## src/hdl/mnhr_pkg.sv

```systemverilog
// ----------------------------------------------------------------------------
// mnhr_pkg: shared types and codes for the mesh next-hop resolver
// transaction payloads, request modes, register indexes and the command and
// status groups between the controller and the datapath
// ----------------------------------------------------------------------------
package mnhr_pkg;

    localparam int MAC_W     = 48;
    localparam int MODE_W    = 4;
    localparam int CSLOT_W   = 3;
    localparam int RSLOT_W   = 4;
    localparam int CFG_IDX_W = 2;

    // request modes
    localparam logic [MODE_W-1:0] MODE_RESOLVE    = 4'd0;
    localparam logic [MODE_W-1:0] MODE_NEIGHBOURS = 4'd1;
    localparam logic [MODE_W-1:0] MODE_PARENT     = 4'd2;
    localparam logic [MODE_W-1:0] MODE_CHILDREN   = 4'd3;
    localparam logic [MODE_W-1:0] MODE_DIRECT     = 4'd4;
    localparam logic [MODE_W-1:0] MODE_SET_PARENT = 4'd5;
    localparam logic [MODE_W-1:0] MODE_CLR_PARENT = 4'd6;
    localparam logic [MODE_W-1:0] MODE_SET_CHILD  = 4'd7;
    localparam logic [MODE_W-1:0] MODE_CLR_CHILD  = 4'd8;
    localparam logic [MODE_W-1:0] MODE_WR_ROUTE   = 4'd9;
    localparam logic [MODE_W-1:0] MODE_CLR_ROUTE  = 4'd10;

    // configuration register indexes
    localparam logic [CFG_IDX_W-1:0] CFG_OWN_MAC     = 2'd0;
    localparam logic [CFG_IDX_W-1:0] CFG_OWN_IS_ROOT = 2'd1;
    localparam logic [CFG_IDX_W-1:0] CFG_ROOT_ALIAS  = 2'd2;

    typedef struct packed {
        logic [MODE_W-1:0]  mode;
        logic [MAC_W-1:0]   target_mac;
        logic [MAC_W-1:0]   last_hop_mac;
        logic [CSLOT_W-1:0] child_slot;
        logic [RSLOT_W-1:0] route_slot;
        logic [MAC_W-1:0]   entry_mac;
    } in_item_t;

    typedef struct packed {
        logic [MAC_W-1:0] next_hop_mac;
        logic             hop_valid;
        logic             last_of_run;
    } out_item_t;

    typedef struct packed {
        logic latch_item;
        logic ld_pend_parent;
        logic ld_pend_target;
        logic ld_pend_child;
        logic push_pend;
        logic finish;
        logic cnt_clr;
        logic c_inc;
        logic r_clr;
        logic r_inc;
        logic wr_parent;
        logic clr_parent;
        logic wr_child;
        logic clr_child;
        logic wr_route;
        logic clr_route;
        logic wipe_route;
        logic clr_ram;
        logic rd_route;
    } dp_cmd_t;

    typedef struct packed {
        logic [MODE_W-1:0] mode;
        logic is_own;
        logic is_bcast;
        logic is_alias;
        logic parent_match;
        logic own_is_root;
        logic parent_present;
        logic cok;
        logic rok;
        logic child_present;
        logic child_match;
        logic route_hit;
        logic cand_child;
        logic cand_parent;
        logic pend_valid;
        logic out_free;
        logic c_last;
        logic r_last;
        logic clr_last;
    } dp_status_t;

endpackage

```

## src/hdl/mnhr_ctrl.sv

```systemverilog
// ----------------------------------------------------------------------------
// mnhr_ctrl: request sequencer
// clearing pass, mode decode, child sweep, route search and result hand-off
// ----------------------------------------------------------------------------
module mnhr_ctrl (
    input  logic                 aclk,
    input  logic                 aresetn,
    input  logic                 s_valid,
    output logic                 s_ready,
    input  mnhr_pkg::dp_status_t status,
    output mnhr_pkg::dp_cmd_t    cmd
);
    import mnhr_pkg::*;

    localparam logic [3:0] ST_CLEAR     = 4'd0;
    localparam logic [3:0] ST_IDLE      = 4'd1;
    localparam logic [3:0] ST_DECODE    = 4'd2;
    localparam logic [3:0] ST_WIPE      = 4'd3;
    localparam logic [3:0] ST_SWEEP     = 4'd4;
    localparam logic [3:0] ST_SWP_PAR   = 4'd5;
    localparam logic [3:0] ST_SEARCH    = 4'd6;
    localparam logic [3:0] ST_ROUTE_RD  = 4'd7;
    localparam logic [3:0] ST_ROUTE_CMP = 4'd8;
    localparam logic [3:0] ST_FINISH    = 4'd9;

    logic [3:0] state_reg;
    logic [3:0] state_next;

    always_ff @(posedge aclk) begin
        if (!aresetn) begin
            state_reg <= ST_CLEAR;
        end else begin
            state_reg <= state_next;
        end
    end

    assign s_ready = state_reg == ST_IDLE;

    always_comb begin
        cmd        = '0;
        state_next = state_reg;
        case (state_reg)
            ST_CLEAR: begin
                cmd.clr_ram = 1'b1;
                if (status.clr_last) begin
                    state_next = ST_IDLE;
                end
            end
            ST_IDLE: begin
                if (s_valid) begin
                    cmd.latch_item = 1'b1;
                    state_next     = ST_DECODE;
                end
            end
            ST_DECODE: begin
                cmd.cnt_clr = 1'b1;
                state_next  = ST_IDLE;
                case (status.mode)
                    MODE_RESOLVE: begin
                        if (status.is_own) begin
                            state_next = ST_FINISH;
                        end else if (status.is_bcast) begin
                            state_next = ST_SWEEP;
                        end else if (status.is_alias) begin
                            cmd.ld_pend_parent = !status.own_is_root && status.parent_present;
                            state_next         = ST_FINISH;
                        end else if (status.parent_match) begin
                            cmd.ld_pend_parent = 1'b1;
                            state_next         = ST_FINISH;
                        end else begin
                            state_next = ST_SEARCH;
                        end
                    end
                    MODE_NEIGHBOURS, MODE_CHILDREN: state_next = ST_SWEEP;
                    MODE_PARENT: begin
                        cmd.ld_pend_parent = status.parent_present;
                        state_next         = ST_FINISH;
                    end
                    MODE_DIRECT: begin
                        cmd.ld_pend_target = !status.is_own;
                        state_next         = ST_FINISH;
                    end
                    MODE_SET_PARENT: cmd.wr_parent  = 1'b1;
                    MODE_CLR_PARENT: cmd.clr_parent = 1'b1;
                    MODE_SET_CHILD:  cmd.wr_child   = status.cok;
                    MODE_CLR_CHILD: begin
                        if (status.cok) begin
                            cmd.clr_child = 1'b1;
                            state_next    = ST_WIPE;
                        end
                    end
                    MODE_WR_ROUTE:  cmd.wr_route  = status.rok;
                    MODE_CLR_ROUTE: cmd.clr_route = status.rok;
                    default: ;
                endcase
            end
            ST_WIPE: begin
                cmd.wipe_route = 1'b1;
                if (status.r_last) begin
                    state_next = ST_IDLE;
                end
            end
            ST_SWEEP: begin
                // hold while a found hop cannot displace the one already pending
                if (!status.cand_child || !status.pend_valid || status.out_free) begin
                    if (status.cand_child) begin
                        cmd.push_pend     = status.pend_valid;
                        cmd.ld_pend_child = 1'b1;
                    end
                    if (status.c_last) begin
                        state_next = ST_SWP_PAR;
                    end else begin
                        cmd.c_inc = 1'b1;
                    end
                end
            end
            ST_SWP_PAR: begin
                if (!status.cand_parent || !status.pend_valid || status.out_free) begin
                    if (status.cand_parent) begin
                        cmd.push_pend      = status.pend_valid;
                        cmd.ld_pend_parent = 1'b1;
                    end
                    state_next = ST_FINISH;
                end
            end
            ST_SEARCH: begin
                if (!status.child_present) begin
                    if (status.c_last) begin
                        cmd.ld_pend_parent = status.parent_present;
                        state_next         = ST_FINISH;
                    end else begin
                        cmd.c_inc = 1'b1;
                    end
                end else if (status.child_match) begin
                    cmd.ld_pend_child = 1'b1;
                    state_next        = ST_FINISH;
                end else begin
                    cmd.r_clr  = 1'b1;
                    state_next = ST_ROUTE_RD;
                end
            end
            ST_ROUTE_RD: begin
                cmd.rd_route = 1'b1;
                state_next   = ST_ROUTE_CMP;
            end
            ST_ROUTE_CMP: begin
                if (status.route_hit) begin
                    cmd.ld_pend_child = 1'b1;
                    state_next        = ST_FINISH;
                end else if (!status.r_last) begin
                    cmd.r_inc  = 1'b1;
                    state_next = ST_ROUTE_RD;
                end else if (status.c_last) begin
                    cmd.ld_pend_parent = status.parent_present;
                    state_next         = ST_FINISH;
                end else begin
                    cmd.c_inc  = 1'b1;
                    state_next = ST_SEARCH;
                end
            end
            ST_FINISH: begin
                if (status.out_free) begin
                    cmd.finish = 1'b1;
                    state_next = ST_IDLE;
                end
            end
            default: state_next = ST_IDLE;
        endcase
    end

endmodule

```

## config.mk

```make
export PLATFORM = sky130hd
export DESIGN_NAME = mnhr_ctrl
export DESIGN_NICKNAME = d
export VERILOG_FILES = /design/src/hdl/mnhr_pkg.sv /design/src/hdl/mnhr_ctrl.sv
export SDC_FILE = /design/constraint.sdc
export NUM_CORES = 1
export LEC_CHECK = 0
export ABC_AREA = 1
export BUFFER_PORTS_ARGS = -buffer_cell sky130_fd_sc_hd__buf_2
export CORE_UTILIZATION = 44
export CTS_CLUSTER_SIZE = 40
export DETAILED_ROUTE_END_ITERATION = 8
export PLACE_DENSITY_LB_ADDON = 0.05
export SKIP_LAST_GASP = 1
export SLEW_MARGIN = 20
export SYNTH_ARGS = -nofsm -noshare
export SYNTH_HDL_FRONTEND = slang
export SYNTH_SLANG_ARGS = --single-unit
```

## constraint.sdc

```tcl
create_clock -name aclk -period 1.9 [get_ports aclk]
set_input_delay 0.38 -clock aclk [delete_from_list [all_inputs] [get_ports aclk]]
set_output_delay 0.38 -clock aclk [all_outputs]
set_load 0.02 [all_outputs]
```

==> reports/qor.csv, run 1 <==
metric,value,unit
result of the run,"complete, no violations",
area of all placed cells without fillers,1190,µm²
total CTS buffers,3,
total via count after detailed routing,1211,
global placer's final weighted congestion,0.921,
Syn Inst Count,168,
power density over the cells,610,nW/µm²
clock tree from TritonCTS,yes,
routed wire length on met2,1160,µm
Final nets,248,
Sw Pwr,380,µW
remaining antenna violation count,0,
Max Fclk,543,MHz
post-route fraction of the period consumed by the critical path,96.9,%
sink count of the clock tree,4,
I/O Buffers,44,
dpl cell area,1100,µm²
setup-violating endpoint count in the final report,0,
flip-flop count of the largest register after layout,4,
leakage,0.696,nW
top post-synthesis cells by count,"sky130_fd_sc_hd__nand2_1 (45), sky130_fd_sc_hd__inv_1 (31), sky130_fd_sc_hd__nor2_1 (30), sky130_fd_sc_hd__nand3_1 (19), sky130_fd_sc_hd__o21ai_0 (6)",
Switching Share,52.2,%
met3 wire length,117,µm
hold path startpoint,aresetn,
share of total power in combinational logic,64.8,%
sequential area share after synthesis,9.61,%
post-layout minimum cycle time,1840,ps
routed length per instance,10.4,µm
Int Pwr,347,µW
total routing usage reported by global routing,25.4,%
Worst setup SP type,flip-flop,
FF-to-FF setup slack,400,ps
worst-margin pin slew,299,ps
Worst-path clk slew,40,ps
max-cap viol count,0,
average footprint of a synthesized cell,4.96,µm²
unrepaired setup endpoints after global routing,yes,
peak fanout along the critical path,9,
Final HPWL DP,2060,µm
number of nets produced by synthesis,193,
final-report hold violation count,0,
number of antenna violations at the first check in global routing,0,
die footprint,2070,µm²
Clock Path Buffers,2,
worst ir drop on vdd,537,µV
uppermost layer routed,met4,
site row count,15,
hold-critical path endpoint,state_reg[0],
terminus of the critical flop-to-flop path,state_reg[2],
number of antenna repair diodes,0,
vias in the first global route,944,
Post-Place Worst Slack,144,ps
"Top FF cell, synth",sky130_fd_sc_hd__dfxtp_1,
instance count along the most critical hold path,3,
Clk network pwr share,15.0,%
"EDFF count, synth",0,
pin count of the biggest net entering global routing,10,
type of the setup path with the least slack,reg -> out,
Total Routed Length,2570,µm
area of the mapped netlist,833,µm²
violation count after the first detailed-routing iteration,30,
M1 wire length,1270,µm
Remaining DRCs,0,
global-route wire length before repair,3840,µm
count of hold-fix buffers inserted at cts,0,
effective utilization at floorplan,47.7,%
standard cell core area,1750,µm²
proportion of power drawn by flip-flops and latches,20.2,%
worst path setup slack after routing,58.6,ps
proportion of layout cells with a drive suffix above 1,33.5,%
total grt overflow,0,
warnings from Yosys,0,
final setup skew,2.78,ps
maximum level of the CTS H-tree,1,
die width,45.5,µm
Clk Tree Root Cell,sky130_fd_sc_hd__clkbuf_4,
number of unique standard cell types used by synthesis,22,
top post-synthesis cells by area,"sky130_fd_sc_hd__nand2_1 (20%), sky130_fd_sc_hd__inv_1 (14%), sky130_fd_sc_hd__nor2_1 (14%), sky130_fd_sc_hd__nand3_1 (11%), sky130_fd_sc_hd__dfxtp_1 (9.6%)",
critical register-to-register path startpoint,state_reg[3],
post-synthesis cell type with the largest combined area,sky130_fd_sc_hd__nand2_1,
worst slew margin relative to its limit,80.0,%
proportion of synthesized flip-flops having asynchronous set or reset,0,%
vias per cell,4.92,
number of primary I/O pins,45,
Die Y-Extent,45.5,µm
"count leader, synth",sky130_fd_sc_hd__nand2_1,
#FFs+latches synth,4,
arrival time worst endpoint,1460,ps
path type of the worst min-delay path,in -> reg,
detailed-routing iteration count for the pre-antenna-repair pass,5,
crit path capture type,output port,
Hold Slack,372,ps
Max Slew Vio Count,0,
number of cell instances on the worst register-to-register path,9,
data required time at the worst endpoint,1520,ps
number of filler cells placed in the layout,178,
post-synth top area share,20.3,%
Post-Route Setup TNS,0,ps
Layout area overhead,43.1,%
insertion delay to the later sink of the worst-skew pair,240,ps
-- how the worst max path moves through the flow --
stage                   end  slack (ps)         start  cells after the start
floorplan            cmd[4]          30  state_reg[3]                      3
global placement    cmd[17]         180  state_reg[1]                      7
detailed placement  cmd[17]         140  state_reg[1]                      7
CTS                 cmd[17]          -6  state_reg[2]                      7
global route        cmd[17]         -40  state_reg[3]                      8
finish               cmd[4]          60  state_reg[3]                      4
-- worst max-delay path, cell delays in order (launching register included) --
cell                      delay [ps]
sky130_fd_sc_hd__dfxtp_1         350
sky130_fd_sc_hd__nor2_1          280
sky130_fd_sc_hd__nand2_4         140
sky130_fd_sc_hd__nor4_1          230
sky130_fd_sc_hd__buf_2           200
-- stage by stage --
step | cells | total power, mW | utilization (%)
floorplan | 168 | 0.430 | -
global placement | 239 | 0.544 | 63.0
detailed placement | 239 | 0.551 | 63.0
CTS | 242 | 0.673 | 65.1
global route | 246 | 0.785 | 68.3
finish | 246 | 0.727 | 68.3
-- cell type report --
cell class / count / area (µm²) / area share [%]
Multi-Input combinational cell: 130 / 652 / 54.7
Timing Repair Buffer: 50 / 268 / 22.5
Inverter: 34 / 133 / 11.1
Sequential cell: 4 / 86.3 / 7.24
Tap cell: 25 / 31.3 / 2.62
Clock buffer: 3 / 22.5 / 1.89
-- power groups by stage --
stage          combinational (mW)  clock (mW)  sequential, mW
5_1_grt                     0.521       0.114           0.151
6_report                    0.471       0.109           0.147
3_5_place_dp                0.416           0           0.135
4_1_cts                     0.424       0.113           0.137
3_3_place_gp                0.410           0           0.134
2_1_floorplan               0.298           0           0.132
-- cells by family (layout without fill, tap and decap cells) --
group	Yosys count	in the layout	synth area share (%)
simple gates	116	116	64.4
flops	4	4	9.61
compound gates	14	14	10.1
buf+inv	34	87	15.9
-- timing repair --
action / 4_1_cts / 5_1_grt
cloned: 0 / 0
pin swaps: 0 / 3
gates resized for setup: 4 / 10
setup buffers: 0 / 4
endpoints found under the setup margin: 4 / 6
-- routing by layer --
layer  global-route usage (%)  vias up
li1                         -      644
met1                     35.6      528
met2                     40.9       34
met3                     2.38        5
met4                     7.27        0
met5                        0        -
-- cell usage in the layout, fill, tap and decap left out --
master	count
sky130_fd_sc_hd__buf_2	43
sky130_fd_sc_hd__dfxtp_4	1
sky130_fd_sc_hd__buf_4	7
sky130_fd_sc_hd__nor2_2	3
sky130_fd_sc_hd__nor3_1	3
sky130_fd_sc_hd__clkinv_4	1
sky130_fd_sc_hd__nand2_4	2
sky130_fd_sc_hd__nor2_4	4
sky130_fd_sc_hd__nand2_2	1
sky130_fd_sc_hd__inv_2	3
sky130_fd_sc_hd__dfxtp_1	1
sky130_fd_sc_hd__dfxtp_2	2
sky130_fd_sc_hd__nand3_2	1
sky130_fd_sc_hd__nor4_1	5
sky130_fd_sc_hd__o221ai_1	1
sky130_fd_sc_hd__o21ai_0	6
sky130_fd_sc_hd__a21oi_2	1
sky130_fd_sc_hd__o32ai_1	1
sky130_fd_sc_hd__a21oi_1	4
sky130_fd_sc_hd__nor2_1	28
sky130_fd_sc_hd__nand3_1	19
sky130_fd_sc_hd__inv_1	30
sky130_fd_sc_hd__nand3b_1	3
sky130_fd_sc_hd__nor3_4	1
sky130_fd_sc_hd__nand4_1	2
sky130_fd_sc_hd__nand2_1	43
sky130_fd_sc_hd__o211ai_1	1
sky130_fd_sc_hd__clkbuf_4	3
sky130_fd_sc_hd__or2_2	1
No activity file was read; power rests on OpenSTA's default activity.
==> run 2, diff against run 1 <==
--- a/config.mk
+++ b/config.mk
@@ -7,7 +7,8 @@
 export LEC_CHECK = 0
 export ABC_AREA = 1
 export BUFFER_PORTS_ARGS = -buffer_cell sky130_fd_sc_hd__buf_2
-export CORE_UTILIZATION = 44
+export CORE_ASPECT_RATIO = 1.25
+export CORE_UTILIZATION = 45
 export CTS_CLUSTER_SIZE = 40
 export DETAILED_ROUTE_END_ITERATION = 8
 export PLACE_DENSITY_LB_ADDON = 0.05
==> constraint.sdc (replaced) <==
create_clock -name aclk -period 2.2 [get_ports aclk]
set_input_delay 0.44 -clock aclk [delete_from_list [all_inputs] [get_ports aclk]]
set_output_delay 0.44 -clock aclk [all_outputs]
set_load 0.02 [all_outputs]
==> run 2 against run 1 <==
Net effect: combinational power down 24%; critical path depth up 3; power down 22%; design area down 7.1%; sequential power down 20%; global-route usage up 1.8 points; register-to-register slack better by 310 ps; first-iteration DRC count down 50%; core utilization down 4.8 points; critical path type unchanged.
==> reports/qor.csv, run 2 (synthesis gave the netlist of run 1 again) <==
metric,value,unit
result of the run,"complete, no violations",
type of the setup path with the least slack,reg -> out,
vias in the first global route,1034,
die width,40.5,µm
maximum level of the CTS H-tree,1,
worst slew margin relative to its limit,76.5,%
number of filler cells placed in the layout,196,
Final HPWL DP,2010,µm
Sw Pwr,301,µW
library cell appearing most often on the critical path,sky130_fd_sc_hd__nand3_1,
global-route wire length before repair,3930,µm
leakage,0.664,nW
share of total power in combinational logic,62.6,%
setup-violating endpoint count in the final report,0,
violation count after the first detailed-routing iteration,15,
critical path's slowest cell,sky130_fd_sc_hd__dfxtp_1,
highest-count cells in the layout ignoring fill and taps,"sky130_fd_sc_hd__nand2_1 (45), sky130_fd_sc_hd__buf_2 (44), sky130_fd_sc_hd__inv_1 (31)",
Max Fclk,478,MHz
vias per cell,5.09,
path type of the worst min-delay path,in -> reg,
area taken by flip-flops and latches,80.1,µm²
number of post-CTS setup repair buffers,0,
worst ir drop on vdd,248,µV
dpl cell area,1080,µm²
die footprint,2030,µm²
Clk network pwr share,17.0,%
Resized Gates After CTS,0,
proportion of layout cells with a drive suffix above 1,27.8,%
longest individual stage delay on the worst path,490,ps
flip-flop count of the largest register after layout,4,
effective utilization at floorplan,47.8,%
clock tree from TritonCTS,yes,
arrival time worst endpoint,1650,ps
Clk Tree Root Cell,sky130_fd_sc_hd__clkbuf_4,
Max Slew Vio Count,0,
unrepaired setup endpoints after global routing,no,
total grt overflow,0,
pin count of the biggest net entering global routing,10,
total CTS buffers,3,
site row count,17,
Int Pwr,269,µW
Worst-path clk slew,40,ps
data required time at the worst endpoint,1760,ps
number of antenna violations at the first check in global routing,0,
number of primary I/O pins,45,
max-cap viol count,0,
Total Routed Length,2380,µm
power density over the cells,515,nW/µm²
Die Y-Extent,50.1,µm
count of hold-fix buffers inserted at cts,0,
proportion of power drawn by flip-flops and latches,20.4,%
Post-Route Setup TNS,0,ps
Total Power Consumption,570,µW
crit path capture type,output port,
Remaining DRCs,0,
global placer's final weighted congestion,0.793,
number of antenna repair diodes,0,
sum of buffers and inverters on the critical path,3,
final-report hold violation count,0,
final setup skew,1.32,ps
total routing usage reported by global routing,27.2,%
I/O Buffers,44,
remaining antenna violation count,0,
Top Family by Delay on Critical Path,flip-flops,
cells traversed along the worst timing path,inv_2 > nor3_1 > inv_1 > o21ai_0 > nand3_1 > nand3_1 > buf_2,
detailed-routing iteration count for the pre-antenna-repair pass,4,
total via count after detailed routing,1195,
post-route fraction of the period consumed by the critical path,95.0,%
sink count of the clock tree,4,
routed length per instance,10.1,µm
standard cell core area,1740,µm²
post-layout minimum cycle time,2090,ps
Final nets,243,
worst-margin pin slew,352,ps
Clock Path Buffers,2,
Switching Share,52.9,%
Worst setup SP type,flip-flop,
multi-input logic area,621,µm²
peak fanout along the critical path,5,
insertion delay to the later sink of the worst-skew pair,250,ps
area of all placed cells without fillers,1110,µm²
most common library cell in the layout ignoring fill and taps,sky130_fd_sc_hd__nand2_1,
Layout area overhead,32.9,%
[run 2: changes by cell type in the layout (fill, tap and decap cells not counted), moves of 2 or more]
cell / delta
sky130_fd_sc_hd__dfxtp_1: +3
sky130_fd_sc_hd__nor2_1: +2
sky130_fd_sc_hd__dfxtp_2: -2
sky130_fd_sc_hd__buf_4: -6
sky130_fd_sc_hd__nand2_1: +2
[run 2: tightest hold or removal path, delay by kind of cell]
family                 cells  cell delay (ps)
AND/OR/NAND/NOR            2              100
buffers and inverters      1              110
[run 2: final timing paths]
kind                              startpoint           end  slack, ps  cells after the start
worst min-delay path                 aresetn  state_reg[0]        440                      3
worst min register to register  state_reg[2]  state_reg[2]        530                      2
worst max register to register  state_reg[2]  state_reg[2]        710                      9
worst max-delay path            state_reg[1]       cmd[17]        110                      7
[run 2: area by class of cell]
type	count	share of cell area, %
multi-input cells	130	56.0
clock buffers	3	2.03
repair buffers	45	20.6
flip-flops and latches	4	7.23
inverters	34	12.0
well taps	19	2.15
[run 2: metal layers]
layer / track usage (%) / up-vias / routed length, µm
met5: 0 / - / 0
met4: 8.89 / 0 / 38
met3: 4.50 / 5 / 87
met2: 50.0 / 34 / 1290
met1: 28.5 / 520 / 966
li1: - / 636 / -
[run 2: power groups by stage]
stage,registers (mW),clock network (mW),logic (mW)
after global placement,0.116,0,0.353
final,0.117,0.0969,0.357
after global routing,0.118,0.0971,0.407
after floorplan,0.114,0,0.257
after detailed placement,0.117,0,0.355
after CTS,0.116,0.0943,0.357
[run 2: through the flow]
step | setup slack [ps] | util (%) | hold slack (ps) | std cells
floorplan | 274 | - | 494 | 168
global placement | 411 | 62.2 | 516 | 232
CTS | 116 | 63.5 | 448 | 235
detailed placement | 381 | 62.2 | 522 | 232
finish | 110 | 63.5 | 440 | 235
global route | 6.82 | 63.5 | 484 | 235
